--- config.mk ---
export PLATFORM = sky130hd
export DESIGN_NAME = gpio_controller_with_pin_interrupts
export DESIGN_NICKNAME = d
export VERILOG_FILES = /design/src/gpioirq_pkg.sv /design/src/gpioirq_pinmux.sv /design/src/gpioirq_regs.sv /design/src/gpioirq_outbuf.sv /design/src/gpio_controller_with_pin_interrupts.sv
export VERILOG_INCLUDE_DIRS = /design/src /design/src/src
export SDC_FILE = /design/constraint.sdc
export NUM_CORES = 2
export LEC_CHECK = 0
export BUFFER_PORTS_ARGS = -buffer_cell sky130_fd_sc_hd__buf_2
export CAP_MARGIN = 20
export CELL_PAD_IN_SITES_DETAIL_PLACEMENT = 1
export CELL_PAD_IN_SITES_GLOBAL_PLACEMENT = 2
export CORE_MARGIN = 2
export CORE_UTILIZATION = 42
export CTS_CLUSTER_DIAMETER = 200
export CTS_CLUSTER_SIZE = 12
export DETAILED_ROUTE_END_ITERATION = 10
export PLACE_DENSITY = 0.84
export SETUP_SLACK_MARGIN = 0.4
export SYNTH_ARGS = -nofsm -noshare
export SYNTH_HDL_FRONTEND = slang
export SYNTH_SLANG_ARGS = --single-unit
--- constraint.sdc ---
create_clock -name aclk -period 40 [get_ports aclk]
set_input_delay 4 -clock aclk [delete_from_list [all_inputs] [get_ports aclk]]
set_output_delay 4 -clock aclk [all_outputs]
set_load 0.05 [all_outputs]
--- src/gpio_controller_with_pin_interrupts_defines.svh ---
// Assertion macros shared by the GPIO controller RTL.
// No dependencies; included by modules that carry assertions.
`ifndef GPIO_CONTROLLER_WITH_PIN_INTERRUPTS_DEFINES_SVH
`define GPIO_CONTROLLER_WITH_PIN_INTERRUPTS_DEFINES_SVH
`ifndef SYNTHESIS
// clocked check, off while reset is held
`define GPIOIRQ_ASSERT(label, clk, rst_n, prop, msg) \
    label: assert property (@(posedge clk) disable iff (!rst_n) prop) \
        else $error(msg);
// clocked check that also holds through reset
`define GPIOIRQ_ASSERT_ALWAYS(label, clk, prop, msg) \
    label: assert property (@(posedge clk) prop) else $error(msg);
`else
`define GPIOIRQ_ASSERT(label, clk, rst_n, prop, msg)
`define GPIOIRQ_ASSERT_ALWAYS(label, clk, prop, msg)
`endif
`endif

--- src/gpioirq_pkg.sv ---
// Types and constants of the GPIO controller with pin interrupts.
// No dependencies; used by every module of the block.
package gpioirq_pkg;

    localparam int FIELD_W       = 32;
    localparam int PIN_COUNT_DEF = 32;
    localparam int IN_TDATA_W    = 264;  // 262 payload bits padded to bytes
    localparam int OUT_TDATA_W   = 192;

    // item action codes
    typedef enum logic [1:0] {
        ACT_IDLE  = 2'd0,
        ACT_READ  = 2'd1,
        ACT_WRITE = 2'd2
    } action_t;

    // register map
    typedef enum logic [3:0] {
        REG_PORT     = 4'd0,
        REG_XOR      = 4'd1,
        REG_OUT_EN   = 4'd2,
        REG_IN_EN    = 4'd3,
        REG_FUNC_EN  = 4'd4,
        REG_FUNC_SEL = 4'd5,
        REG_IE_HIGH  = 4'd6,
        REG_IE_LOW   = 4'd7,
        REG_IE_RISE  = 4'd8,
        REG_IE_FALL  = 4'd9,
        REG_IP_HIGH  = 4'd10,
        REG_IP_LOW   = 4'd11,
        REG_IP_RISE  = 4'd12,
        REG_IP_FALL  = 4'd13,
        REG_VALUE    = 4'd14
    } reg_idx_t;

    // software pin control registers, zero above the pin count
    typedef struct packed {
        logic [FIELD_W-1:0] port;
        logic [FIELD_W-1:0] xor_mask;
        logic [FIELD_W-1:0] out_en;
        logic [FIELD_W-1:0] in_en;
        logic [FIELD_W-1:0] func_en;
        logic [FIELD_W-1:0] func_sel;
    } pin_ctrl_t;

    // muxed pin signals
    typedef struct packed {
        logic [FIELD_W-1:0] drive;
        logic [FIELD_W-1:0] out_en;
        logic [FIELD_W-1:0] in_en;
        logic [FIELD_W-1:0] gated;
    } pin_state_t;

endpackage

--- src/gpioirq_pinmux.sv ---
// Per-pin selection between software registers and two peripheral functions.
// Depends on gpioirq_pkg.
module gpioirq_pinmux (
    input  gpioirq_pkg::pin_ctrl_t              ctrl,
    input  logic [gpioirq_pkg::FIELD_W-1:0]     pad_in,
    input  logic [gpioirq_pkg::FIELD_W-1:0]     iof0_out,
    input  logic [gpioirq_pkg::FIELD_W-1:0]     iof0_out_en,
    input  logic [gpioirq_pkg::FIELD_W-1:0]     iof0_in_en,
    input  logic [gpioirq_pkg::FIELD_W-1:0]     iof1_out,
    input  logic [gpioirq_pkg::FIELD_W-1:0]     iof1_out_en,
    input  logic [gpioirq_pkg::FIELD_W-1:0]     iof1_in_en,
    output gpioirq_pkg::pin_state_t             pins
);

    localparam int FW = gpioirq_pkg::FIELD_W;

    logic [FW-1:0] oval;
    logic [FW-1:0] oe;
    logic [FW-1:0] ie;
    logic [FW-1:0] drive;
    logic [FW-1:0] level;

    // three-way select per pin
    function automatic logic [FW-1:0] pin_sel(
        input logic [FW-1:0] en,
        input logic [FW-1:0] sel,
        input logic [FW-1:0] sw,
        input logic [FW-1:0] f0,
        input logic [FW-1:0] f1
    );
        logic [FW-1:0] fn;
        fn = (sel & f1) | (~sel & f0);
        return (en & fn) | (~en & sw);
    endfunction

    // output value, enables and the gated pin level
    always_comb begin
        oval  = pin_sel(ctrl.func_en, ctrl.func_sel, ctrl.port, iof0_out, iof1_out);
        oe    = pin_sel(ctrl.func_en, ctrl.func_sel, ctrl.out_en, iof0_out_en, iof1_out_en);
        ie    = pin_sel(ctrl.func_en, ctrl.func_sel, ctrl.in_en, iof0_in_en, iof1_in_en);
        drive = ctrl.xor_mask ^ oval;
        level = (oe & drive) | (~oe & pad_in);
        pins.drive  = drive;
        pins.out_en = oe;
        pins.in_en  = ie;
        pins.gated  = ie & level;
    end

endmodule

--- src/gpioirq_regs.sv ---
// Register file, input synchronizer and interrupt pending logic.
// Depends on gpioirq_pkg and the assertion macro header.
`include "gpio_controller_with_pin_interrupts_defines.svh"
module gpioirq_regs #(
    parameter int PIN_COUNT = gpioirq_pkg::PIN_COUNT_DEF
) (
    input  logic                                aclk,
    input  logic                                aresetn,
    input  logic                                item_en,
    input  logic [1:0]                          action,
    input  logic [3:0]                          reg_index,
    input  logic [gpioirq_pkg::FIELD_W-1:0]     write_data,
    input  logic [gpioirq_pkg::FIELD_W-1:0]     gated,
    output gpioirq_pkg::pin_ctrl_t              ctrl,
    output logic [gpioirq_pkg::FIELD_W-1:0]     read_data,
    output logic [gpioirq_pkg::FIELD_W-1:0]     synced_in,
    output logic [gpioirq_pkg::FIELD_W-1:0]     irq_lines
);

    localparam int FW = gpioirq_pkg::FIELD_W;
    // pins above the field width carry no state that can be seen
    localparam int PW = (PIN_COUNT < FW) ? PIN_COUNT : FW;

    logic [PW-1:0] port_reg;
    logic [PW-1:0] xor_reg;
    logic [PW-1:0] out_en_reg;
    logic [PW-1:0] in_en_reg;
    logic [PW-1:0] func_en_reg;
    logic [PW-1:0] func_sel_reg;
    logic [PW-1:0] ie_reg [4];
    logic [PW-1:0] ip_reg [4];
    logic [PW-1:0] ip_next [4];
    logic [PW-1:0] sync_reg [3];
    logic [PW-1:0] wdata;
    logic [PW-1:0] rdata;
    logic [PW-1:0] irq;
    logic          wr_en;

    assign wdata = write_data[PW-1:0];
    assign wr_en = item_en && (action == gpioirq_pkg::ACT_WRITE);

    // control registers toward the pin mux
    assign ctrl.port     = FW'(port_reg);
    assign ctrl.xor_mask = FW'(xor_reg);
    assign ctrl.out_en   = FW'(out_en_reg);
    assign ctrl.in_en    = FW'(in_en_reg);
    assign ctrl.func_en  = FW'(func_en_reg);
    assign ctrl.func_sel = FW'(func_sel_reg);

    // sticky pending conditions, replaced by a software write
    always_comb begin
        ip_next[0] = ip_reg[0] | sync_reg[2];
        ip_next[1] = ip_reg[1] | ~sync_reg[2];
        ip_next[2] = ip_reg[2] | (~sync_reg[2] & sync_reg[1]);
        ip_next[3] = ip_reg[3] | (sync_reg[2] & ~sync_reg[1]);
        if (wr_en) begin
            case (reg_index)
                gpioirq_pkg::REG_IP_HIGH: ip_next[0] = wdata;
                gpioirq_pkg::REG_IP_LOW:  ip_next[1] = wdata;
                gpioirq_pkg::REG_IP_RISE: ip_next[2] = wdata;
                gpioirq_pkg::REG_IP_FALL: ip_next[3] = wdata;
                default: ;
            endcase
        end
    end

    // interrupt lines
    always_comb begin
        irq = (ie_reg[0] & ip_reg[0]) | (ie_reg[1] & ip_reg[1])
            | (ie_reg[2] & ip_reg[2]) | (ie_reg[3] & ip_reg[3]);
    end

    // register read
    always_comb begin
        rdata = '0;
        if (action == gpioirq_pkg::ACT_READ) begin
            case (reg_index)
                gpioirq_pkg::REG_PORT:     rdata = port_reg;
                gpioirq_pkg::REG_XOR:      rdata = xor_reg;
                gpioirq_pkg::REG_OUT_EN:   rdata = out_en_reg;
                gpioirq_pkg::REG_IN_EN:    rdata = in_en_reg;
                gpioirq_pkg::REG_FUNC_EN:  rdata = func_en_reg;
                gpioirq_pkg::REG_FUNC_SEL: rdata = func_sel_reg;
                gpioirq_pkg::REG_IE_HIGH:  rdata = ie_reg[0];
                gpioirq_pkg::REG_IE_LOW:   rdata = ie_reg[1];
                gpioirq_pkg::REG_IE_RISE:  rdata = ie_reg[2];
                gpioirq_pkg::REG_IE_FALL:  rdata = ie_reg[3];
                gpioirq_pkg::REG_IP_HIGH:  rdata = ip_reg[0];
                gpioirq_pkg::REG_IP_LOW:   rdata = ip_reg[1];
                gpioirq_pkg::REG_IP_RISE:  rdata = ip_reg[2];
                gpioirq_pkg::REG_IP_FALL:  rdata = ip_reg[3];
                gpioirq_pkg::REG_VALUE:    rdata = sync_reg[2];
                default:                   rdata = '0;
            endcase
        end
    end

    assign read_data = FW'(rdata);
    assign synced_in = FW'(sync_reg[2]);
    assign irq_lines = FW'(irq);

    // state update, one step per accepted item
    always_ff @(posedge aclk) begin
        if (!aresetn) begin
            port_reg     <= '0;
            xor_reg      <= '0;
            out_en_reg   <= '0;
            in_en_reg    <= '0;
            func_en_reg  <= '0;
            func_sel_reg <= '0;
            for (int k = 0; k < 4; k++) begin
                ie_reg[k] <= '0;
                ip_reg[k] <= '0;
            end
            for (int k = 0; k < 3; k++) begin
                sync_reg[k] <= '0;
            end
        end else if (item_en) begin
            for (int k = 0; k < 4; k++) begin
                ip_reg[k] <= ip_next[k];
            end
            sync_reg[2] <= sync_reg[1];
            sync_reg[1] <= sync_reg[0];
            sync_reg[0] <= gated[PW-1:0];
            if (wr_en) begin
                case (reg_index)
                    gpioirq_pkg::REG_PORT:     port_reg     <= wdata;
                    gpioirq_pkg::REG_XOR:      xor_reg      <= wdata;
                    gpioirq_pkg::REG_OUT_EN:   out_en_reg   <= wdata;
                    gpioirq_pkg::REG_IN_EN:    in_en_reg    <= wdata;
                    gpioirq_pkg::REG_FUNC_EN:  func_en_reg  <= wdata;
                    gpioirq_pkg::REG_FUNC_SEL: func_sel_reg <= wdata;
                    gpioirq_pkg::REG_IE_HIGH:  ie_reg[0]    <= wdata;
                    gpioirq_pkg::REG_IE_LOW:   ie_reg[1]    <= wdata;
                    gpioirq_pkg::REG_IE_RISE:  ie_reg[2]    <= wdata;
                    gpioirq_pkg::REG_IE_FALL:  ie_reg[3]    <= wdata;
                    default: ;
                endcase
            end
        end
    end

    // a write to the high pending register lands as written
    `GPIOIRQ_ASSERT(a_ip_write, aclk, aresetn,
        wr_en && (reg_index == gpioirq_pkg::REG_IP_HIGH) |=> ip_reg[0] == $past(wdata),
        "high pending register does not hold the written value")
    // the synchronizer shifts on every item
    `GPIOIRQ_ASSERT(a_sync_shift, aclk, aresetn,
        item_en |=> sync_reg[2] == $past(sync_reg[1]) && sync_reg[1] == $past(sync_reg[0]),
        "synchronizer stages did not shift")
    // no item, no change to pending or synchronizer state
    `GPIOIRQ_ASSERT(a_hold_idle, aclk, aresetn,
        !item_en |=> ip_reg[1] == $past(ip_reg[1]) && sync_reg[0] == $past(sync_reg[0]),
        "state moved without an item")

endmodule

--- src/gpioirq_outbuf.sv ---
// Result register with a skid stage between the two stream sides.
// Depends on gpioirq_pkg and the assertion macro header.
`include "gpio_controller_with_pin_interrupts_defines.svh"
module gpioirq_outbuf #(
    parameter int DATA_W = gpioirq_pkg::OUT_TDATA_W
) (
    input  logic              aclk,
    input  logic              aresetn,
    input  logic              in_valid,
    output logic              in_ready,
    input  logic [DATA_W-1:0] in_data,
    output logic              out_valid,
    input  logic              out_ready,
    output logic [DATA_W-1:0] out_data
);

    logic              out_valid_reg;
    logic [DATA_W-1:0] out_data_reg;
    logic              skid_valid_reg;
    logic [DATA_W-1:0] skid_data_reg;
    logic              in_fire;
    logic              out_take;

    assign in_ready  = !skid_valid_reg;
    assign in_fire   = in_valid && in_ready;
    assign out_take  = out_valid_reg && out_ready;
    assign out_valid = out_valid_reg;
    assign out_data  = out_data_reg;

    // control: result register first, skid only when it is held
    always_ff @(posedge aclk) begin
        if (!aresetn) begin
            out_valid_reg  <= 1'b0;
            skid_valid_reg <= 1'b0;
        end else if (skid_valid_reg) begin
            if (out_take) begin
                skid_valid_reg <= 1'b0;
            end
        end else if (in_fire) begin
            if (out_valid_reg && !out_ready) begin
                skid_valid_reg <= 1'b1;
            end else begin
                out_valid_reg <= 1'b1;
            end
        end else if (out_take) begin
            out_valid_reg <= 1'b0;
        end
    end

    // payload
    always_ff @(posedge aclk) begin
        if (skid_valid_reg) begin
            if (out_take) begin
                out_data_reg <= skid_data_reg;
            end
        end else if (in_fire) begin
            if (out_valid_reg && !out_ready) begin
                skid_data_reg <= in_data;
            end else begin
                out_data_reg <= in_data;
            end
        end
    end

    // skid only fills behind a held result
    `GPIOIRQ_ASSERT_ALWAYS(a_skid_behind_out, aclk,
        !aresetn || !skid_valid_reg || out_valid_reg,
        "skid stage full while result register empty")
    // an item taken into an empty buffer shows at the output
    `GPIOIRQ_ASSERT(a_fill_shows, aclk, aresetn,
        in_fire && !out_valid_reg |=> out_valid_reg,
        "accepted item not presented")
    // a full skid stage waits until the result is taken
    `GPIOIRQ_ASSERT(a_skid_holds, aclk, aresetn,
        skid_valid_reg && !out_take |=> skid_valid_reg && $stable(skid_data_reg),
        "skid stage lost an item")

endmodule

--- src/gpio_controller_with_pin_interrupts.sv ---
// Top level of the GPIO controller with pin interrupts.
// Depends on gpioirq_pkg, gpioirq_pinmux, gpioirq_regs and gpioirq_outbuf.
//
// Usage:
//   Each item on the s_ stream is one tick of the pins: it carries an
//   optional register read or write plus the pad levels and the signals of
//   the two peripheral functions. Each item gives exactly one result on the
//   m_ stream: read data, driven pad value and enables, the synchronized pin
//   input and the interrupt lines, all as seen before the tick.
//   Each result is registered, then shown on m_tvalid. One item is accepted
//   every cycle while s_tready is high; the state update and the result logic
//   are a single registered pass through the pin mux and the register file.
//   A skid stage behind the result register keeps s_tready high for one
//   more item while m_tready is low; with both stages full s_tready drops
//   until a result is taken. Nothing is lost or repeated under stalls.
//   Pin state only advances on accepted items, so the synchronizer counts
//   items rather than clock cycles.
//   aresetn (synchronous, active low) clears all registers, the pending
//   bits and the synchronizer, and empties the result buffer.
module gpio_controller_with_pin_interrupts #(
    parameter int PIN_COUNT = gpioirq_pkg::PIN_COUNT_DEF
) (
    input  logic                                aclk,
    input  logic                                aresetn,
    // action, reg_index, write_data, pad_in, iof0_out, iof0_out_en,
    // iof0_in_en, iof1_out, iof1_out_en, iof1_in_en
    input  logic                                s_tvalid,
    output logic                                s_tready,
    input  logic [gpioirq_pkg::IN_TDATA_W-1:0]  s_tdata,
    // read_data, pad_out, pad_out_en, pad_in_en, synced_in, irq_lines
    output logic                                m_tvalid,
    input  logic                                m_tready,
    output logic [gpioirq_pkg::OUT_TDATA_W-1:0] m_tdata
);

    localparam int FW = gpioirq_pkg::FIELD_W;

    logic [1:0]                          action;
    logic [3:0]                          reg_index;
    logic [FW-1:0]                       write_data;
    logic [FW-1:0]                       pad_in;
    logic [FW-1:0]                       iof0_out;
    logic [FW-1:0]                       iof0_out_en;
    logic [FW-1:0]                       iof0_in_en;
    logic [FW-1:0]                       iof1_out;
    logic [FW-1:0]                       iof1_out_en;
    logic [FW-1:0]                       iof1_in_en;
    logic                                item_en;
    gpioirq_pkg::pin_ctrl_t              ctrl;
    gpioirq_pkg::pin_state_t             pins;
    logic [FW-1:0]                       read_data;
    logic [FW-1:0]                       synced_in;
    logic [FW-1:0]                       irq_lines;
    logic [gpioirq_pkg::OUT_TDATA_W-1:0] result;

    // unpack the input item
    assign action      = s_tdata[1:0];
    assign reg_index   = s_tdata[5:2];
    assign write_data  = s_tdata[37:6];
    assign pad_in      = s_tdata[69:38];
    assign iof0_out    = s_tdata[101:70];
    assign iof0_out_en = s_tdata[133:102];
    assign iof0_in_en  = s_tdata[165:134];
    assign iof1_out    = s_tdata[197:166];
    assign iof1_out_en = s_tdata[229:198];
    assign iof1_in_en  = s_tdata[261:230];

    assign item_en = s_tvalid && s_tready;

    gpioirq_pinmux u_pinmux (
        .ctrl        (ctrl),
        .pad_in      (pad_in),
        .iof0_out    (iof0_out),
        .iof0_out_en (iof0_out_en),
        .iof0_in_en  (iof0_in_en),
        .iof1_out    (iof1_out),
        .iof1_out_en (iof1_out_en),
        .iof1_in_en  (iof1_in_en),
        .pins        (pins)
    );

    gpioirq_regs #(
        .PIN_COUNT (PIN_COUNT)
    ) u_regs (
        .aclk       (aclk),
        .aresetn    (aresetn),
        .item_en    (item_en),
        .action     (action),
        .reg_index  (reg_index),
        .write_data (write_data),
        .gated      (pins.gated),
        .ctrl       (ctrl),
        .read_data  (read_data),
        .synced_in  (synced_in),
        .irq_lines  (irq_lines)
    );

    // pack the result item
    assign result = {irq_lines, synced_in, pins.in_en, pins.out_en, pins.drive, read_data};

    gpioirq_outbuf #(
        .DATA_W (gpioirq_pkg::OUT_TDATA_W)
    ) u_outbuf (
        .aclk      (aclk),
        .aresetn   (aresetn),
        .in_valid  (s_tvalid),
        .in_ready  (s_tready),
        .in_data   (result),
        .out_valid (m_tvalid),
        .out_ready (m_tready),
        .out_data  (m_tdata)
    );

endmodule
# After elaboration in Yosys (flattened, before gate mapping)
# Memory sizes are Yosys's and may differ from the RTL's.
# Cells that the tools add are included.
[totals]
word_cells = 156
reg_bits = 578
n_memories = 3
ram_bits = 352
out_inout_bits = 194
[op_classes]
n_reduce_logical = 18
n_bitwise = 53
eq_ne = 19
muxes = 53
[mem_list]
columns = ["memory", "words", "width", "read_ports", "rd_ports_with_merged_regs", "write_ports", "line", "source"]
rows = [
  ["u_regs.ie_reg", 4, 32, 4, 0, 4, "gpioirq_regs.sv:30", "logic [PW-1:0] ie_reg [4];"],
  ["u_regs.ip_reg", 4, 32, 4, 0, 4, "gpioirq_regs.sv:31", "logic [PW-1:0] ip_reg [4];"],
  ["u_regs.sync_reg", 3, 32, 3, 0, 3, "gpioirq_regs.sv:33", "logic [PW-1:0] sync_reg [3];"],
]
[ops]
columns = ["cell", "n"]
rows = [
  ["$mux 192", 4],
  ["$and 32x32->32", 21],
  ["$mux 32", 16],
  ["$pmux 32 s15", 1],
  ["$or 32x32->32", 14],
  ["$not 32->32", 5],
  ["$mux 128", 1],
  ["$xor 32x32->32", 1],
  ["$mux 1", 31],
  ["$eq 4x4->1 const B", 7],
  ["$reduce_and 3->1", 9],
  ["$eq 4x3->1 const B", 4],
  ["$or 1x1->1", 11],
  ["$eq 4x2->1 const B", 2],
  ["$eq 4x1->1 const B", 1],
  ["$logic_and 1x1->1", 4],
  ["$logic_not 4->1", 1],
  ["$ne 2x2->1 const B", 2],
  ["$reduce_bool 2->1", 2],
  ["$eq 2x1->1 const B", 1],
  ["$eq 2x2->1 const B", 1],
  ["$logic_not 1->1", 2],
  ["$ne 2x1->1 const B", 1],
  ["$not 1->1", 1],
]

# Logic depth before layout (Yosys ltp)
[depth]
depth_word = 10
mapped_depth = 8

# Hierarchy
# A second synthesis with hierarchy kept.
[unflattened]
cells_unflattened = 3637
area_unflattened_um2 = 43128.9
[by_module_without_submodules]
columns = ["module", "cells_per_inst", "n_inst", "area_each_um2", "seq_area_each_um2"]
rows = [
  ["gpioirq_regs", 2608, 1, 25978.7, 14413.8],
  ["gpioirq_outbuf", 612, 1, 14396.3, 11571.1],
  ["gpioirq_pinmux", 416, 1, 2747.6, 0.0],
  ["gpio_controller_with_pin_interrupts", 1, 1, 6.3, 0.0],
]

# Worst setup path before layout
# No wires, ideal clock.
[synth_timing]
path_kind = "in2reg"
start = "input port s_tvalid"
end = "register u_outbuf.skid_data_reg[0] (enable)"
arrival_ns = 18.003
stages = 2
slack_ns = 20.973
required_ns = 38.976
cell_sequence = "nand2_1 nor3b_1"
[synth_between]
elab_chain_len = 2
[synth_rtl]
columns = ["element", "line", "source"]
rows = [
  ["from (decl)", "gpio_controller_with_pin_interrupts.sv:27", "input logic s_tvalid,"],
  ["$logic_and 1x1->1", "gpioirq_outbuf.sv:25", "assign in_fire = in_valid && in_ready;"],
  ["$reduce_and 3->1 (no source line)", "n/a", ""],
  ["to (signal assigned)", "gpioirq_outbuf.sv:58", "skid_data_reg <= in_data;"],
  ["to (decl)", "gpioirq_outbuf.sv:20", "logic [DATA_W-1:0] skid_data_reg;"],
]
# No other way between the ends.
# A chain may end at the register's enable or synchronous reset.

==> summary.txt <==
Detailed routing
  – Post-Route WL: about 170,000 um
  – # DRC: 0
  – DR WL/cell: 28.8 um
  – DRT iter0 DRCs: 3,526
  – Detailed Routing Iterations Pass 1: 6
  – Vias per cell: approximately 6
  – Post-route antenna net violation count: 0
  – Via count: about 35,000

Global routing
  – All-Layer GR Usage: a little under a third
  – Vias in the first global route: 35,110
  – Largest net degree at the start of global routing: 138
  – Initial antenna violation count: 21
  – Grt ovf: 0
  – Global-route wire length before repair: ~240,000 um

Die
  – DIE HEIGHT: about 330 um
  – # IOs: about 460
  – Die X: 328 um
  – Starting Density: 42.5%
  – Die area: between 100,000 and 150,000 sq um
  – Num rows: about 120
  – Core area: 104,000 sq um

Synth
  – Mapped Nets: about 4,300
  – Post-synth EDFFs: 736
  – Largest family of logic cells by synthesized area: simple AND/OR/NAND/NOR gates
  – Most used DFF post-synth: edfxtp_1
  – Cell variety after synth: 66
  – XOR/XNOR share of the synthesized area: less than 1%
  – #FFs+latches synth: 930
  – Most area-consuming cells after synthesis: edfxtp_1, dfxtp_1, nand2_1
  – Syn_area_per_cell: approximately 11 sq um
  – Synth Area in Simple Gates: between 10% and 20%
  – Post-synth ARST share: 0%
  – Sequential area share after synthesis: roughly 59%
  – Yosys top cell area share: 50.1%
  – Synthesized area: around 44,000 sq um
  – Syn Inst Count: 4,046
  – Largest area contributor in the netlist: edfxtp_1
  – Synth Area in Adders: 0%
  – Post-synthesis compound-gate area fraction: between 10% and 20%
  – Multiplexer share of the synthesized area: 6.77%
  – Synth warnings: 0

Worst setup path
  – CP Max Fanout: roughly 120
  – Top cell by count, worst path: buf_4
  – Worst endpoint required time: between 40 and 50 ns
  – Crit. End Element: flop
  – Ordered list of cells on the worst path: buf_6 > nand3_4 > buf_4 > buf_4 > buf_4 > buf_4 > a2111oi_0
  – Slowest cell on the critical path: buf_4
  – Worst Path Arrival: 7.44 ns
  – R2R depth: 8
  – CP Class: input port to flop
  – Worst Setup Start Kind: input port
  – Critical Path Max Stage Delay: about 0.73 ns

CTS
  – Clk_lat worst skew: about 0.7 ns
  – Number of H-tree levels: 3
  – Post-CTS Resized: 0
  – Hold-fix buffers, CTS: 0
  – Setup repair bufs after CTS: 0
  – Root buf cell: clkbuf_16
  – Clock slew at reported path FFs: approximately 0.060 ns
  – TritonCTS Sinks: between 900 and 1,000
  – CTS tree: yes
  – Max clock buf depth: 3
  – TritonCTS Buffers: 87

Layout
  – Commonest non-fill, non-tap cell in the layout: edfxtp_1
  – Non-filler cells in the finished layout: slightly below 6,000
  – Share of cells above drive strength 1: about a fifth
  – Most frequent cells in the layout: edfxtp_1, nand2_1, buf_2
  – Fill cell count: about 11,000
  – Final nets: 4,608
  – Syn-to-layout area delta: 13.5%
  – Layout Utilization: between 40 and 50%

STA
  – Final Worst Setup Slack: roughly 33 ns
  – Clock Skew: 0.0422 ns
  – Final Setup Violations: 0
  – FMAX: 0.142 GHz
  – Period utilization: between 10% and 20%
  – Worst Hold Margin: about 0.47 ns
  – Unrepaired setup endpoints after global routing: false
  – Tmin final: between 7 and 8 ns
  – Max Slew Vio Count: 0
  – Worst slew margin: roughly 23%
  – Fin. Hold Viols: 0
  – Setup TNS: 0 ns
  – Tightest Pin Transition: 1.15 ns

Placement
  – Detailed Place HPWL: between 100,000 and 150,000 um
  – Pre-CTS setup slack: approximately 32 ns
  – Placed insts: around 5,600
  – Gpl congestion: approximately 0.86
  – PortBufs: approximately 460

Power and ir drop
  – Leakage Power: around 18 nW
  – Peak VDD IR: approximately 0.000036 V
  – P per Cell Area: between 40 and 50 nW/um^2

Hold path
  – Hold-critical path depth: 2
  – Worst hold-check path type: flop to flop

Outcome
  – Outcome: finished, final reports clean

Flow run
  – Max cap viols: 0
per-layer routing:
metal  wire, um  vias up  track usage [%]
li1           -    15109                -
met3      12900      308             4.84
met2      80700     1512             50.6
met4       7020       16             12.5
met5        100        -                0
met1      66500    17634             39.7
metrics by stage:
| step | total power, mW | instance area, sq um |
|---|---|---|
| floorplan | 1.31 | 44100 |
| global placement | 1.39 | 47400 |
| detailed placement | 1.40 | 47400 |
| CTS | 2.19 | 50000 |
| global route | 2.25 | 50000 |
| finish | 2.18 | 50100 |
worst paths after layout:
path | from | slack [ns] | end
min | u_regs.port_reg[29]$_SDFFE_PN0P_ | 0.47 | u_regs.port_reg[29]$_SDFFE_PN0P_
min reg2reg | u_regs.port_reg[29]$_SDFFE_PN0P_ | 0.47 | u_regs.port_reg[29]$_SDFFE_PN0P_
max reg2reg | u_outbuf.skid_valid_reg$_SDFF_PN0_ | 34.91 | u_regs.sync_reg[0][20]$_SDFFCE_PN0P_
max | aresetn | 32.94 | u_regs.sync_reg[0][20]$_SDFFCE_PN0P_
synth_stat cells (65+ instances only):
master and n:
a211oi_1 69, nand2_1 662, edfxtp_1 736, o21ai_0 134, a21oi_1 201, a22oi_1 65, clkbuf_1 197, inv_1 199
dfxtp_1 194, and2_1 164, buf_2 82, mux2i_1 180, mux2_2 105, nor2_1 288, nand3b_1 73, a21boi_0 145
power breakdown:
group | internal, mW | leakage (nW) | switching [mW]
registers | 1.10 | 9.10 | 0.0287
logic | 0.0637 | 8.00 | 0.190
clock network | 0.422 | 1.21 | 0.380
worst max-delay path: cells and delay by family:
kind	cells	cell delay [ns]
buf+inv	5	2.60
simple gates	1	0.50
compound gates	1	0.17
kinds of logic (layout without fill, tap and decap cells):
logic type	Yosys count	after routing
and+or+nand+nor	1373	1373
AOI/OAI and AO/OA	910	910
muxes	285	285
buffers and inverters	516	881
xor gates and xnor gates	32	32
DFF	930	930
other	0	7
cell type report:
type                            instances  area, sq um  area share (%)
Clock buffer                          156         2500            4.99
Clock inverter                          4         42.5          0.0850
Timing Repair Buffer                  522         2910            5.82
Multi-Input combinational cell       2600        16100            32.2
Sequential cell                       930        26000            51.9
Antenna cell                            7         17.5          0.0350
Inverter                              199          752            1.50
Tap cell                             1380         1730            3.45
Note: power is estimated with default switching activity, not from simulation.
